## config.mk

```make
export PLATFORM = sky130hd
export DESIGN_NAME = skip_count_task_scheduler_unit
export DESIGN_NICKNAME = d
export VERILOG_FILES = /design/src/hw/rtl/skct_pkg.sv /design/src/hw/rtl/skct_datapath.sv /design/src/hw/rtl/skct_ctrl.sv /design/src/hw/rtl/skip_count_task_scheduler_unit.sv
export SDC_FILE = /design/constraint.sdc
export NUM_CORES = 2
export LEC_CHECK = 0
export BUFFER_PORTS_ARGS = -buffer_cell sky130_fd_sc_hd__buf_2
export CAP_MARGIN = 20
export CELL_PAD_IN_SITES_DETAIL_PLACEMENT = 2
export CELL_PAD_IN_SITES_GLOBAL_PLACEMENT = 2
export CORE_UTILIZATION = 25
export DETAILED_ROUTE_END_ITERATION = 10
export GPL_TIMING_DRIVEN = 0
export PLACE_DENSITY = 0.58
export SYNTH_ARGS = -nofsm -noshare
export SYNTH_HDL_FRONTEND = slang
export SYNTH_HIERARCHICAL = 1
export SYNTH_SLANG_ARGS = --single-unit
```

## constraint.sdc

```tcl
create_clock -name clock -period 11.52 [get_ports clock]
set_input_delay 1.152 -clock clock [delete_from_list [all_inputs] [get_ports clock]]
set_output_delay 1.152 -clock clock [all_outputs]
set_load 0.01 [all_outputs]
```

## src/hw/rtl/skct_pkg.sv

```systemverilog
// ----------------------------------------------------------------------------
// skct_pkg: shared types and codes for the skip-count task scheduler
// Operation, status and slot-state codes plus controller/datapath structs.
// ----------------------------------------------------------------------------
package skct_pkg;

   localparam int OP_W     = 3;
   localparam int ID_W     = 32;
   localparam int PRIO_W   = 4;
   localparam int TICKS_W  = 32;
   localparam int STATUS_W = 3;
   localparam int INDEX_W  = 4;
   localparam int SLOTST_W = 3;
   localparam int SKIP_W   = 8;
   localparam int SCAN_ROUNDS = 17;

   localparam logic [OP_W-1:0] OP_CREATE   = 3'd0;
   localparam logic [OP_W-1:0] OP_DESTROY  = 3'd1;
   localparam logic [OP_W-1:0] OP_SLEEP    = 3'd2;
   localparam logic [OP_W-1:0] OP_TICK     = 3'd3;
   localparam logic [OP_W-1:0] OP_SCHEDULE = 3'd4;
   localparam logic [OP_W-1:0] OP_SETPRIO  = 3'd5;

   localparam logic [STATUS_W-1:0] STS_OK      = 3'd0;
   localparam logic [STATUS_W-1:0] STS_FULL    = 3'd1;
   localparam logic [STATUS_W-1:0] STS_DUP     = 3'd2;
   localparam logic [STATUS_W-1:0] STS_MISSING = 3'd3;
   localparam logic [STATUS_W-1:0] STS_NONE    = 3'd4;

   localparam logic [SLOTST_W-1:0] SLOT_INVALID = 3'd0;
   localparam logic [SLOTST_W-1:0] SLOT_UNRUN   = 3'd1;
   localparam logic [SLOTST_W-1:0] SLOT_READY   = 3'd2;
   localparam logic [SLOTST_W-1:0] SLOT_DELAYED = 3'd4;

   typedef struct packed {
      logic load;       // capture request fields
      logic exec;       // run a non-scan operation
      logic scan_init;  // start the dispatch walk
      logic scan_step;  // visit one slot
      logic scan_last;  // this visit is the final one
   } ctrl_cmd_type;

   typedef struct packed {
      logic is_sched;   // captured operation is schedule
      logic hit;        // slot visited this cycle is taken
   } dp_status_type;

endpackage

```

## src/hw/rtl/skct_datapath.sv

```systemverilog
// ----------------------------------------------------------------------------
// skct_datapath: task table, scan pointer and response register
// Executes one operation per exec command, one slot per scan step.
// ----------------------------------------------------------------------------
module skct_datapath #(
   parameter int NUM_SLOTS = 16
) (
   input  logic                               clock,
   input  logic                               reset,
   input  skct_pkg::ctrl_cmd_type             cmd,
   output skct_pkg::dp_status_type            sts,
   input  logic [skct_pkg::OP_W-1:0]          req_operation,
   input  logic [skct_pkg::ID_W-1:0]          req_task_id,
   input  logic [skct_pkg::PRIO_W-1:0]        req_priority_req,
   input  logic [skct_pkg::TICKS_W-1:0]       req_sleep_ticks,
   output logic                               rsp_valid,
   output logic [skct_pkg::STATUS_W-1:0]      rsp_status,
   output logic [skct_pkg::INDEX_W-1:0]       rsp_task_index,
   output logic                               rsp_first_run
);

   localparam int IW = (NUM_SLOTS > 1) ? $clog2(NUM_SLOTS) : 1;
   localparam int LW = $clog2(NUM_SLOTS + 1);
   localparam logic [IW-1:0] LAST_IDX = IW'(NUM_SLOTS - 1);
   localparam int SKIP_W = skct_pkg::SKIP_W;

   logic [skct_pkg::OP_W-1:0]     op_ff;
   logic [skct_pkg::ID_W-1:0]     rid_ff;
   logic [skct_pkg::PRIO_W-1:0]   rprio_ff;
   logic [skct_pkg::TICKS_W-1:0]  rticks_ff;

   logic [skct_pkg::SLOTST_W-1:0] st_ff    [NUM_SLOTS];
   logic [skct_pkg::SLOTST_W-1:0] st_in    [NUM_SLOTS];
   logic [skct_pkg::ID_W-1:0]     id_ff    [NUM_SLOTS];
   logic [skct_pkg::ID_W-1:0]     id_in    [NUM_SLOTS];
   logic [skct_pkg::PRIO_W-1:0]   prio_ff  [NUM_SLOTS];
   logic [skct_pkg::PRIO_W-1:0]   prio_in  [NUM_SLOTS];
   logic [skct_pkg::SKIP_W-1:0]   skip_ff  [NUM_SLOTS];
   logic [skct_pkg::SKIP_W-1:0]   skip_in  [NUM_SLOTS];
   logic [skct_pkg::TICKS_W-1:0]  sleep_ff [NUM_SLOTS];
   logic [skct_pkg::TICKS_W-1:0]  sleep_in [NUM_SLOTS];

   logic [LW-1:0] live_ff, live_in;
   logic [IW-1:0] cur_ff, cur_in;
   logic [IW-1:0] spos_ff, spos_in;
   logic [IW-1:0] walk_ff, walk_in;

   logic                          rvalid_ff, rvalid_in;
   logic [skct_pkg::STATUS_W-1:0] rstatus_ff, rstatus_in;
   logic [skct_pkg::INDEX_W-1:0]  rindex_ff, rindex_in;
   logic                          rfirst_ff, rfirst_in;

   logic [IW-1:0] free_idx, match_idx, nxt;
   logic          any_free, any_match, taken;

   function automatic logic [skct_pkg::INDEX_W-1:0] to_index(input logic [IW-1:0] i);
      logic [IW+skct_pkg::INDEX_W-1:0] wide;
      wide = {{skct_pkg::INDEX_W{1'b0}}, i};
      return wide[skct_pkg::INDEX_W-1:0];
   endfunction

   // lowest free slot and lowest id match
   always_comb begin
      free_idx  = '0;
      match_idx = '0;
      any_free  = 1'b0;
      any_match = 1'b0;
      for (int k = NUM_SLOTS - 1; k >= 0; k--) begin
         if (st_ff[k] == skct_pkg::SLOT_INVALID) begin
            free_idx = IW'(k);
            any_free = 1'b1;
         end
         if (st_ff[k] != skct_pkg::SLOT_INVALID && id_ff[k] == rid_ff) begin
            match_idx = IW'(k);
            any_match = 1'b1;
         end
      end
   end

   assign nxt   = (walk_ff == LAST_IDX) ? '0 : walk_ff + 1'b1;
   assign taken = (st_ff[nxt] == skct_pkg::SLOT_UNRUN) ||
                  (st_ff[nxt] == skct_pkg::SLOT_READY &&
                   skip_ff[nxt] >= SKIP_W'(prio_ff[nxt]));

   assign sts.is_sched = (op_ff == skct_pkg::OP_SCHEDULE);
   assign sts.hit      = taken;

   always_comb begin
      st_in    = st_ff;
      id_in    = id_ff;
      prio_in  = prio_ff;
      skip_in  = skip_ff;
      sleep_in = sleep_ff;
      live_in  = live_ff;
      cur_in   = cur_ff;
      spos_in  = spos_ff;
      walk_in  = walk_ff;
      rvalid_in  = 1'b0;
      rstatus_in = skct_pkg::STS_OK;
      rindex_in  = '0;
      rfirst_in  = 1'b0;

      if (cmd.exec) begin
         rvalid_in = 1'b1;
         unique case (op_ff)
            skct_pkg::OP_CREATE: begin
               if (live_ff >= LW'(NUM_SLOTS) || !any_free) begin
                  rstatus_in = skct_pkg::STS_FULL;
               end else if (any_match) begin
                  rstatus_in = skct_pkg::STS_DUP;
               end else begin
                  st_in[free_idx]   = skct_pkg::SLOT_UNRUN;
                  id_in[free_idx]   = rid_ff;
                  prio_in[free_idx] = rprio_ff;
                  live_in           = live_ff + 1'b1;
                  rindex_in         = to_index(free_idx);
               end
            end
            skct_pkg::OP_DESTROY: begin
               if (!any_match) begin
                  rstatus_in = skct_pkg::STS_MISSING;
               end else begin
                  st_in[match_idx] = skct_pkg::SLOT_INVALID;
                  id_in[match_idx] = '0;
                  if (live_ff != '0) live_in = live_ff - 1'b1;
               end
            end
            skct_pkg::OP_SLEEP: begin
               if (st_ff[cur_ff] == skct_pkg::SLOT_INVALID) begin
                  rstatus_in = skct_pkg::STS_MISSING;
               end else begin
                  sleep_in[cur_ff] = rticks_ff;
                  st_in[cur_ff]    = skct_pkg::SLOT_DELAYED;
               end
            end
            skct_pkg::OP_TICK: begin
               for (int k = 0; k < NUM_SLOTS; k++) begin
                  if (st_ff[k] == skct_pkg::SLOT_DELAYED) begin
                     sleep_in[k] = sleep_ff[k] - 1'b1;
                     if (sleep_ff[k] == 32'd1) st_in[k] = skct_pkg::SLOT_READY;
                  end
               end
            end
            skct_pkg::OP_SETPRIO: begin
               if (!any_match) rstatus_in = skct_pkg::STS_MISSING;
               else prio_in[match_idx] = rprio_ff;
            end
            default: begin
            end
         endcase
      end

      if (cmd.scan_init) walk_in = spos_ff;

      if (cmd.scan_step) begin
         walk_in = nxt;
         if (st_ff[nxt] == skct_pkg::SLOT_UNRUN) begin
            st_in[nxt] = skct_pkg::SLOT_READY;
            rfirst_in  = 1'b1;
         end else if (taken) begin
            skip_in[nxt] = '0;
         end else begin
            skip_in[nxt] = skip_ff[nxt] + 1'b1;
         end
         if (taken) begin
            spos_in    = nxt;
            cur_in     = nxt;
            rvalid_in  = 1'b1;
            rindex_in  = to_index(nxt);
         end else if (cmd.scan_last) begin
            spos_in    = nxt;
            rvalid_in  = 1'b1;
            rstatus_in = skct_pkg::STS_NONE;
         end
      end
   end

   always_ff @(posedge clock) begin
      if (cmd.load) begin
         op_ff     <= req_operation;
         rid_ff    <= req_task_id;
         rprio_ff  <= req_priority_req;
         rticks_ff <= req_sleep_ticks;
      end
      prio_ff    <= prio_in;
      sleep_ff   <= sleep_in;
      walk_ff    <= walk_in;
      rstatus_ff <= rstatus_in;
      rindex_ff  <= rindex_in;
      rfirst_ff  <= rfirst_in;
      if (reset) begin
         for (int k = 0; k < NUM_SLOTS; k++) begin
            st_ff[k]   <= skct_pkg::SLOT_INVALID;
            id_ff[k]   <= '0;
            skip_ff[k] <= '0;
         end
         live_ff   <= '0;
         cur_ff    <= '0;
         spos_ff   <= LAST_IDX;
         rvalid_ff <= 1'b0;
      end else begin
         st_ff     <= st_in;
         id_ff     <= id_in;
         skip_ff   <= skip_in;
         live_ff   <= live_in;
         cur_ff    <= cur_in;
         spos_ff   <= spos_in;
         rvalid_ff <= rvalid_in;
      end
   end

   assign rsp_valid      = rvalid_ff;
   assign rsp_status     = rstatus_ff;
   assign rsp_task_index = rindex_ff;
   assign rsp_first_run  = rfirst_ff;

endmodule

```

## src/hw/rtl/skct_ctrl.sv

```systemverilog
// ----------------------------------------------------------------------------
// skct_ctrl: operation sequencer
// Loads a transaction, then runs it or walks the dispatch scan.
// ----------------------------------------------------------------------------
module skct_ctrl #(
   parameter int NUM_SLOTS = 16
) (
   input  logic                     clock,
   input  logic                     reset,
   input  logic                     start,
   output logic                     busy,
   input  skct_pkg::dp_status_type  sts,
   output skct_pkg::ctrl_cmd_type   cmd
);

   localparam int VISITS = skct_pkg::SCAN_ROUNDS * NUM_SLOTS;
   localparam int VW     = $clog2(VISITS);

   localparam logic [1:0] S_IDLE = 2'd0;
   localparam logic [1:0] S_EXEC = 2'd1;
   localparam logic [1:0] S_SCAN = 2'd2;

   logic [1:0]    state_ff, state_in;
   logic [VW-1:0] cnt_ff, cnt_in;

   always_comb begin
      state_in = state_ff;
      cnt_in   = cnt_ff;
      cmd      = '0;
      cmd.scan_last = (cnt_ff == VW'(VISITS - 1));
      unique case (state_ff)
         S_IDLE: begin
            if (start) begin
               cmd.load = 1'b1;
               state_in = S_EXEC;
            end
         end
         S_EXEC: begin
            if (sts.is_sched) begin
               cmd.scan_init = 1'b1;
               cnt_in        = '0;
               state_in      = S_SCAN;
            end else begin
               cmd.exec = 1'b1;
               state_in = S_IDLE;
            end
         end
         S_SCAN: begin
            cmd.scan_step = 1'b1;
            if (sts.hit || cmd.scan_last) state_in = S_IDLE;
            else cnt_in = cnt_ff + 1'b1;
         end
         default: state_in = S_IDLE;
      endcase
   end

   always_ff @(posedge clock) begin
      cnt_ff <= cnt_in;
      if (reset) begin
         state_ff <= S_IDLE;
      end else begin
         state_ff <= state_in;
      end
   end

   assign busy = (state_ff != S_IDLE);

endmodule

```

## src/hw/rtl/skip_count_task_scheduler_unit.sv

```systemverilog
// ----------------------------------------------------------------------------
// skip_count_task_scheduler_unit: task table with skip-count round-robin
// Top level joining the sequencer and the table datapath.
// ----------------------------------------------------------------------------
// A transaction is taken when start is high and busy is low. Create, destroy,
// sleep, tick and set-priority are loaded, executed and then shown on the result
// strobe; schedule is loaded and then walks the table, visiting v slots
// (1 to 17*NUM_SLOTS); the dispatch walk looks at one slot per cycle.
// The next transaction may be accepted in the cycle that the result shows.
// Every transaction gives exactly one result, shown on the rsp_ ports for one
// cycle with rsp_valid high; the receiver cannot stall it.
module skip_count_task_scheduler_unit #(
   parameter int NUM_SLOTS = 16
) (
   input  logic                          clock,
   input  logic                          reset,
   input  logic                          start,
   output logic                          busy,
   input  logic [skct_pkg::OP_W-1:0]     req_operation,
   input  logic [skct_pkg::ID_W-1:0]     req_task_id,
   input  logic [skct_pkg::PRIO_W-1:0]   req_priority_req,
   input  logic [skct_pkg::TICKS_W-1:0]  req_sleep_ticks,
   output logic                          rsp_valid,
   output logic [skct_pkg::STATUS_W-1:0] rsp_status,
   output logic [skct_pkg::INDEX_W-1:0]  rsp_task_index,
   output logic                          rsp_first_run
);

   skct_pkg::ctrl_cmd_type  cmd;
   skct_pkg::dp_status_type sts;

   // sequencer: idle / execute / scan
   skct_ctrl #(.NUM_SLOTS(NUM_SLOTS)) u_ctrl (
      .clock (clock),
      .reset (reset),
      .start (start),
      .busy  (busy),
      .sts   (sts),
      .cmd   (cmd)
   );

   // table, scan pointer and registered response
   skct_datapath #(.NUM_SLOTS(NUM_SLOTS)) u_dp (
      .clock            (clock),
      .reset            (reset),
      .cmd              (cmd),
      .sts              (sts),
      .req_operation    (req_operation),
      .req_task_id      (req_task_id),
      .req_priority_req (req_priority_req),
      .req_sleep_ticks  (req_sleep_ticks),
      .rsp_valid        (rsp_valid),
      .rsp_status       (rsp_status),
      .rsp_task_index   (rsp_task_index),
      .rsp_first_run    (rsp_first_run)
   );

endmodule

```

# After elaboration in Yosys (flattened, before gate mapping)
# Cells that the tools add are included.
[op_classes]
addsub = 21
magnitude_cmp = 10
n_eq_ne = 85
muxes = 211
bitwise_logic = 20
reduce_logical = 93
[op_table]
columns = ["cell", "count"]
rows = [
  ["$mux 512", 4],
  ["$pmux 512 s2", 2],
  ["$bwmux 512", 2],
  ["$mux 32", 19],
  ["$and 512x512->512", 1],
  ["$eq 32x1->1 const B", 16],
  ["$eq 32x32->1", 16],
  ["$not 512->512", 1],
  ["$sub 32x1->32 const B", 16],
  ["$demux 32 s4", 3],
  ["$mux 48", 7],
  ["$mux 64", 3],
  ["$pmux 48 s4", 1],
  ["$mux 4", 47],
  ["$mux 3", 45],
  ["$and 128x128->128", 1],
  ["$bwmux 128", 1],
  ["$bwmux 64", 2],
  ["$mux 128", 1],
  ["$not 128->128", 1],
  ["$pmux 64 s2", 1],
  ["$and 32x32->32", 3],
  ["$not 32->32", 3],
  ["$reduce_and 4->1", 16],
  ["other kinds (50)", 228],
]
[word_totals]
register_bits = 1372
in_bits = 74
out_inout_bits = 10
wordCells = 534

# Logic depth before layout (Yosys ltp)
[depth]
word_depth = 31
ltp_mapped = 22
depth_no_buf = 17

# By module
# The synthesis kept the hierarchy.
[modules_own_cells]
columns = ["module", "instances", "cells_per_inst", "area_each_um2", "seq_area_each_um2"]
rows = [
  ["skct_datapath", 1, 8025, 74761.7, 33762.4],
  ["skct_ctrl", 1, 54, 576.8, 310.3],
]

# Worst setup path before layout
# OpenSTA, ideal clock, no wires.
[synth_path]
path_kind = "register to register"
from = "reg u_dp.walk_ff[0]"
to = "reg u_ctrl.cnt_ff[0] (enable)"
setup_ps = 390
t_arrival_ps = 6059
required_time_ps = 11130
path_slack_ps = 5071
stages_incl_launch_ff = 20
n_path_buf = 5
period_less_slack_ps = 6449
path_cell_list = "edfxtp_1 > ha_1 > clkbuf_1 > a31oi_1 > buf_2 > buf_2 > buf_1 > mux4_2 > mux4_2 > ha_1 > nand2b_1 > a21o_1 > a21o_1 > a21o_1 > a2111oi_0 > a41oi_1 > o21ai_2 > inv_1 > buf_4 > o31ai_1"
[synth_between]
elab_chain_cells = 12
word_cells_on_any_way = 21
cone_classes = "add/sub (1); order compare (1); eq/ne (4); mux (10); bitwise (1); reduce/logical (4)"
[synth_lines]
columns = ["item", "line", "source"]
rows = [
  ["from (decl)", "skct_datapath.sv:46", "logic [IW-1:0] walk_ff, walk_in;"],
  ["from (signal assigned)", "skct_datapath.sv:187", "walk_ff <= walk_in;"],
  ["$add 4x1->4 / $eq 4x4->1 (equally long branches)", "skct_datapath.sv:80", "assign nxt = (walk_ff == LAST_IDX) ? '0 : walk_ff + 1'b1;"],
  ["$mux 4 *", "skct_datapath.sv:80", ""],
  ["$not 4->5 (not written as such) *", "skct_datapath.sv:81, skct_datapath.sv:82, skct_datapath.sv:83", ""],
  ["$bmux 8 s4, or another cell as far along", "skct_datapath.sv:83", "skip_ff[nxt] >= SKIP_W'(prio_ff[nxt]));"],
  ["$mux 8 (not written as such), or another cell as far along (2 in series)", "skct_datapath.sv:83", ""],
  ["$ge 8x4->1 / $eq 3x2->1 (equally long branches)", "skct_datapath.sv:83, skct_datapath.sv:82", ""],
  ["$logic_and 1x1->1", "skct_datapath.sv:82", "(st_ff[nxt] == skct_pkg::SLOT_READY &&"],
  ["$logic_or 1x1->1 *", "skct_datapath.sv:81", "assign taken = (st_ff[nxt] == skct_pkg::SLOT_UNRUN) ||"],
  ["via u_dp.taken", "skct_datapath.sv:54", "logic any_free, any_match, taken;"],
  ["$logic_or 1x1->1 *", "skct_ctrl.sv:50", "if (sts.hit || cmd.scan_last) state_in = S_IDLE;"],
  ["$ne 2x2->1 (no line) *", "n/a", ""],
  ["$reduce_and 3->1 (no line) *", "n/a", ""],
  ["to (signal assigned)", "skct_ctrl.sv:58", "cnt_ff <= cnt_in;"],
  ["to (decl)", "skct_ctrl.sv:24", "logic [VW-1:0] cnt_ff, cnt_in;"],
]
# The timed path passes the listed nets; every way through them passes the cells marked *. The select of a mux whose other input is x is not followed.
# A chain may end at the register's enable or synchronous reset.

==> summary.md <==
| Metric | Value |
|---|---|
| Ys async rst share | 0 |
| Synth warn | 6 |
| Yosys cell types | 108 |
| Synth Cell Area | 75,300 sq um |
| HPWL Detailed | 284,000 microns |
| Final WS setup | 3.10 ns |
| Post-Syn Area per Cell | 9.33 sq um |
| Die height | between 500 and 600 microns |
| Via/cell ratio | 5.46 |
| Final core occ | 0.296 |
| Inserted Clock Buffers | 183 |
| Later-pin clock latency in the skew report | 0.89 ns |
| Max Slew Vio Count | 0 |
| Leakage | between 20 and 30 nW |
| Number of remaining DRC errors | 0 |
| Synth-to-layout area growth | 17.7% |
| Max-slew headroom | 0.165 |
| Postcts setup bufs | 0 |
| Hold Path Class | in2reg |
| CTS clock-pin slew for the worst setup and hold paths | 0.06 ns |
| Overall power | about 12 mW |
| Largest net degree at the start of global routing | 32 |
| Final wirelength | 393,000 microns |
| CP startpoint kind | flip-flop |
| Iteration-0 DRC Markers | 5,093 |
| Nets@finish | 8,572 |
| Per-cell routed wire length | 31.3 microns |
| Period utilization | 0.731 |
| Root Buffer | clkbuf_16 |
| Final hold vios | 0 |
| Synth Register Bits | about 1.4k |
| RePlAce Congestion | about 0.90 |
| Top FF cell, synth | dfxtp_1 |
| Grt total ovfl | 0 |
| Routed Antenna Nets | 0 |
| Peak supply drop | 0.106 mV |
| Vias | 68.6k |
| Slew at the pin with the worst max-slew slack | 1.25 ns |
| Min-Delay Endpoint | u_dp/rid_ff[29]$_DFFE_PP_ |
| FMAX | about 0.12 GHz |
| Clock Skew | between 0.07 and 0.08 ns |
| Post-Syn Nets | 8,200 |
| CTS tree | yes |
| Critical path required time | 12.30 ns |
| Clock H-tree levels | 4 |
| Max-Cap Viols | 0 |
| # rows | roughly 200 |
| RR Endpoint | u_dp/id_ff[171]$_SDFFE_PP0P_ |
| Vias in the first global route | 72.8k |
| Pre-antenna DRT Iters | 5 |
| Min-Delay Path Depth | 1 |
| Die ar. | just over 300,000 sq um |
| Critical path arrival | 9.20 ns |
| Initial antenna violation count | 21 |
| Fraction of layout cells with a size suffix above 1 | 0.101 |
| Hold-fix buffers, CTS | 0 |
| WS Path Type | reg2reg |
| FF-to-FF Start | u_dp/op_ff[0]$_DFFE_PP_ |
| Worst-path maximum fanout | 10 |
| Minimum clock period | approximately 8.4 ns |
| Filler cell count in the final layout | 33.4k |
| EDFF count, synth | 660 |
| R2r setup slk | 3.10 ns |
| Pre-CTS setup slack | 3.08 ns |
| Port bufs | 83 |
| Status | completed |
| Crit path capture type | flip-flop |
| IO Count | 84 |
| First-pass GRT wire length | around 550,000 microns |
| Hold Startpoint | req_task_id[29] |
| Final setup violation count | 0 |
| Die width | 551 microns |
| GRT Resource Usage Total | 0.252 |
| Register area share after synthesis | 0.452 |
| Power Density | between 100 and 150 nW/um^2 |
| RSZ-0062 raised after global routing | no |
| Clk buf depth | 4 |
| PostCTS Resize Cnt | 0 |
| R2R depth | 13 |
| Core area | 300,000 sq um |
| Setup TNS | 0 ns |
| Initial Util | 0.251 |
| Sink Count | 1,372 |
| Syn Inst Count | 8,079 |
## critical path: stages, from the launching register on
cell	delay (ns)
edfxtp_1	0.56
clkbuf_1	0.52
clkbuf_1	0.73
buf_1	0.69
buf_1	0.95
nor3b_1	0.38
nor3b_1	0.76
clkbuf_1	0.59
nand3_1	0.63
nor2_4	0.63
nand2_1	0.30
nor2_1	0.80
clkbuf_1	0.55
o2bb2ai_1	0.19
## stage by stage
step                hold slack (ns)  cell area [sq um]  std cells
floorplan                     0.420              75300       8079
global placement              0.440              80700      12100
detailed placement            0.448              82600      12200
CTS                           0.386              88700      12600
global route                  0.420              88700      12600
finish                        0.459              88700      12600
## synth_stat cells (all sizes together) (84+ instances only)
master / instances / share of area
nand2: 925 / 0.046
o21ai: 784 / 0.052
dfxtp: 712 / 0.19
edfxtp: 660 / 0.26
nor2: 536 / 0.027
xnor2: 500 / 0.058
xor2: 473 / 0.055
clkbuf: 426 / 0.021
nand3: 293 / 0.020
nor3: 256 / 0.017
nor4: 252 / 0.022
buf: 226 / 0.017
a22o: 204 / 0.024
nor2b: 164 / 0.014
a21oi: 147 / 0.0098
inv: 142 / 0.0071
a31oi: 111 / 0.0093
nand4: 104 / 0.0087
a22oi: 103 / 0.010
a32oi: 84 / 0.0098
## placed cells by master, fill, tap and decap left out, drive strengths merged, types with 33 or more instances in the layout
| master | n |
|---|---|
| nor4b | 33 |
| dfxtp | 712 |
| a41o | 65 |
| a21o | 33 |
| mux4 | 66 |
| xnor2 | 500 |
| clkinv | 58 |
| ha | 46 |
| nand4 | 104 |
| a22o | 204 |
| nand2b | 62 |
| a31oi | 111 |
| a211oi | 67 |
| nor4 | 252 |
| nor2b | 164 |
| nand2 | 925 |
| a21oi | 147 |
| or3 | 58 |
| o31ai | 51 |
| and2 | 45 |
| o2bb2ai | 78 |
| o21ai | 784 |
| inv | 147 |
| edfxtp | 660 |
| a22oi | 103 |
| clkbuf | 687 |
| xor2 | 473 |
| a32oi | 84 |
| nor2 | 536 |
| buf | 412 |
| nand3 | 293 |
| nor3 | 256 |
| or4 | 72 |
## sequential cells by signal, indices dropped and copies added (netlist names), 4 cells and up
signal               cells
u_dp/id_ff             512
u_dp/sleep_ff          512
u_dp/skip_ff           128
u_dp/prio_ff            64
u_dp/st_ff              48
u_dp/rid_ff             32
u_dp/rticks_ff          32
u_ctrl/cnt_ff            9
u_dp/live_ff             5
u_dp/cur_ff              4
u_dp/rprio_ff            4
u_dp/rsp_task_index      4
u_dp/spos_ff             4
u_dp/walk_ff             4
## worst max-delay path by stage
stage / cells after the start / start / slack (ns) / to
floorplan: 19 / u_dp/walk_ff[0]$_DFFE_PP_ / 5.07 / u_ctrl/cnt_ff[0]$_SDFFCE_PP0P_
global placement: 11 / u_dp/op_ff[0]$_DFFE_PP_ / 2.02 / u_dp/sleep_ff[116]$_DFFE_PP_
detailed placement: 20 / u_dp/walk_ff[0]$_DFFE_PP_ / 3.08 / u_ctrl/cnt_ff[8]$_SDFFCE_PP0P_
CTS: 20 / u_dp/walk_ff[0]$_DFFE_PP_ / 3.04 / u_ctrl/cnt_ff[8]$_SDFFCE_PP0P_
global route: 20 / u_dp/walk_ff[0]$_DFFE_PP_ / 2.73 / u_ctrl/cnt_ff[8]$_SDFFCE_PP0P_
finish: 13 / u_dp/op_ff[0]$_DFFE_PP_ / 3.10 / u_dp/id_ff[171]$_SDFFE_PP0P_
## area by class of cell
type                    instances  area (sq um)  share of cell area
multi-input cells            5912         38100               0.430
flip-flops and latches       1372         34100               0.384
clock buffers                 260          5350              0.0604
well taps                    3958          4950              0.0558
plain buffers                 652          2900              0.0327
repair buffers                187          2040              0.0230
clock inverters                74           703             0.00793
inverters                     143           537             0.00605
diodes                          5          12.5            0.000141
## where the power goes
group	switching, mW	internal, mW
Combinational	0.784	0.251
Sequential	0.0555	5.15
Clock	2.46	3.44
## cells by family (layout without fill, tap and decap cells)
| kind of cell | after synthesis | in the layout | share of synthesized area |
|---|---|---|---|
| mux | 78 | 78 | 0.0214 |
| fa+ha+maj | 47 | 47 | 0.00791 |
| xor+xnor | 973 | 973 | 0.113 |
| other cells | 0 | 5 | 0 |
| compound gates | 1872 | 1872 | 0.167 |
| flops | 1372 | 1372 | 0.452 |
| buf+inv | 795 | 1316 | 0.0452 |
| simple gates | 2942 | 2942 | 0.193 |
## metal layers
| layer | share of wire | wire (microns) | GRT usage |
|---|---|---|---|
| met1 | 0.43 | 169000 | 0.320 |
| met2 | 0.47 | 186000 | 0.425 |
| met3 | 0.046 | 18300 | 0.0327 |
| met4 | 0.050 | 19500 | 0.114 |
| met5 | 0.000071 | 28 | 0 |
(Power assumes the default switching activity.)
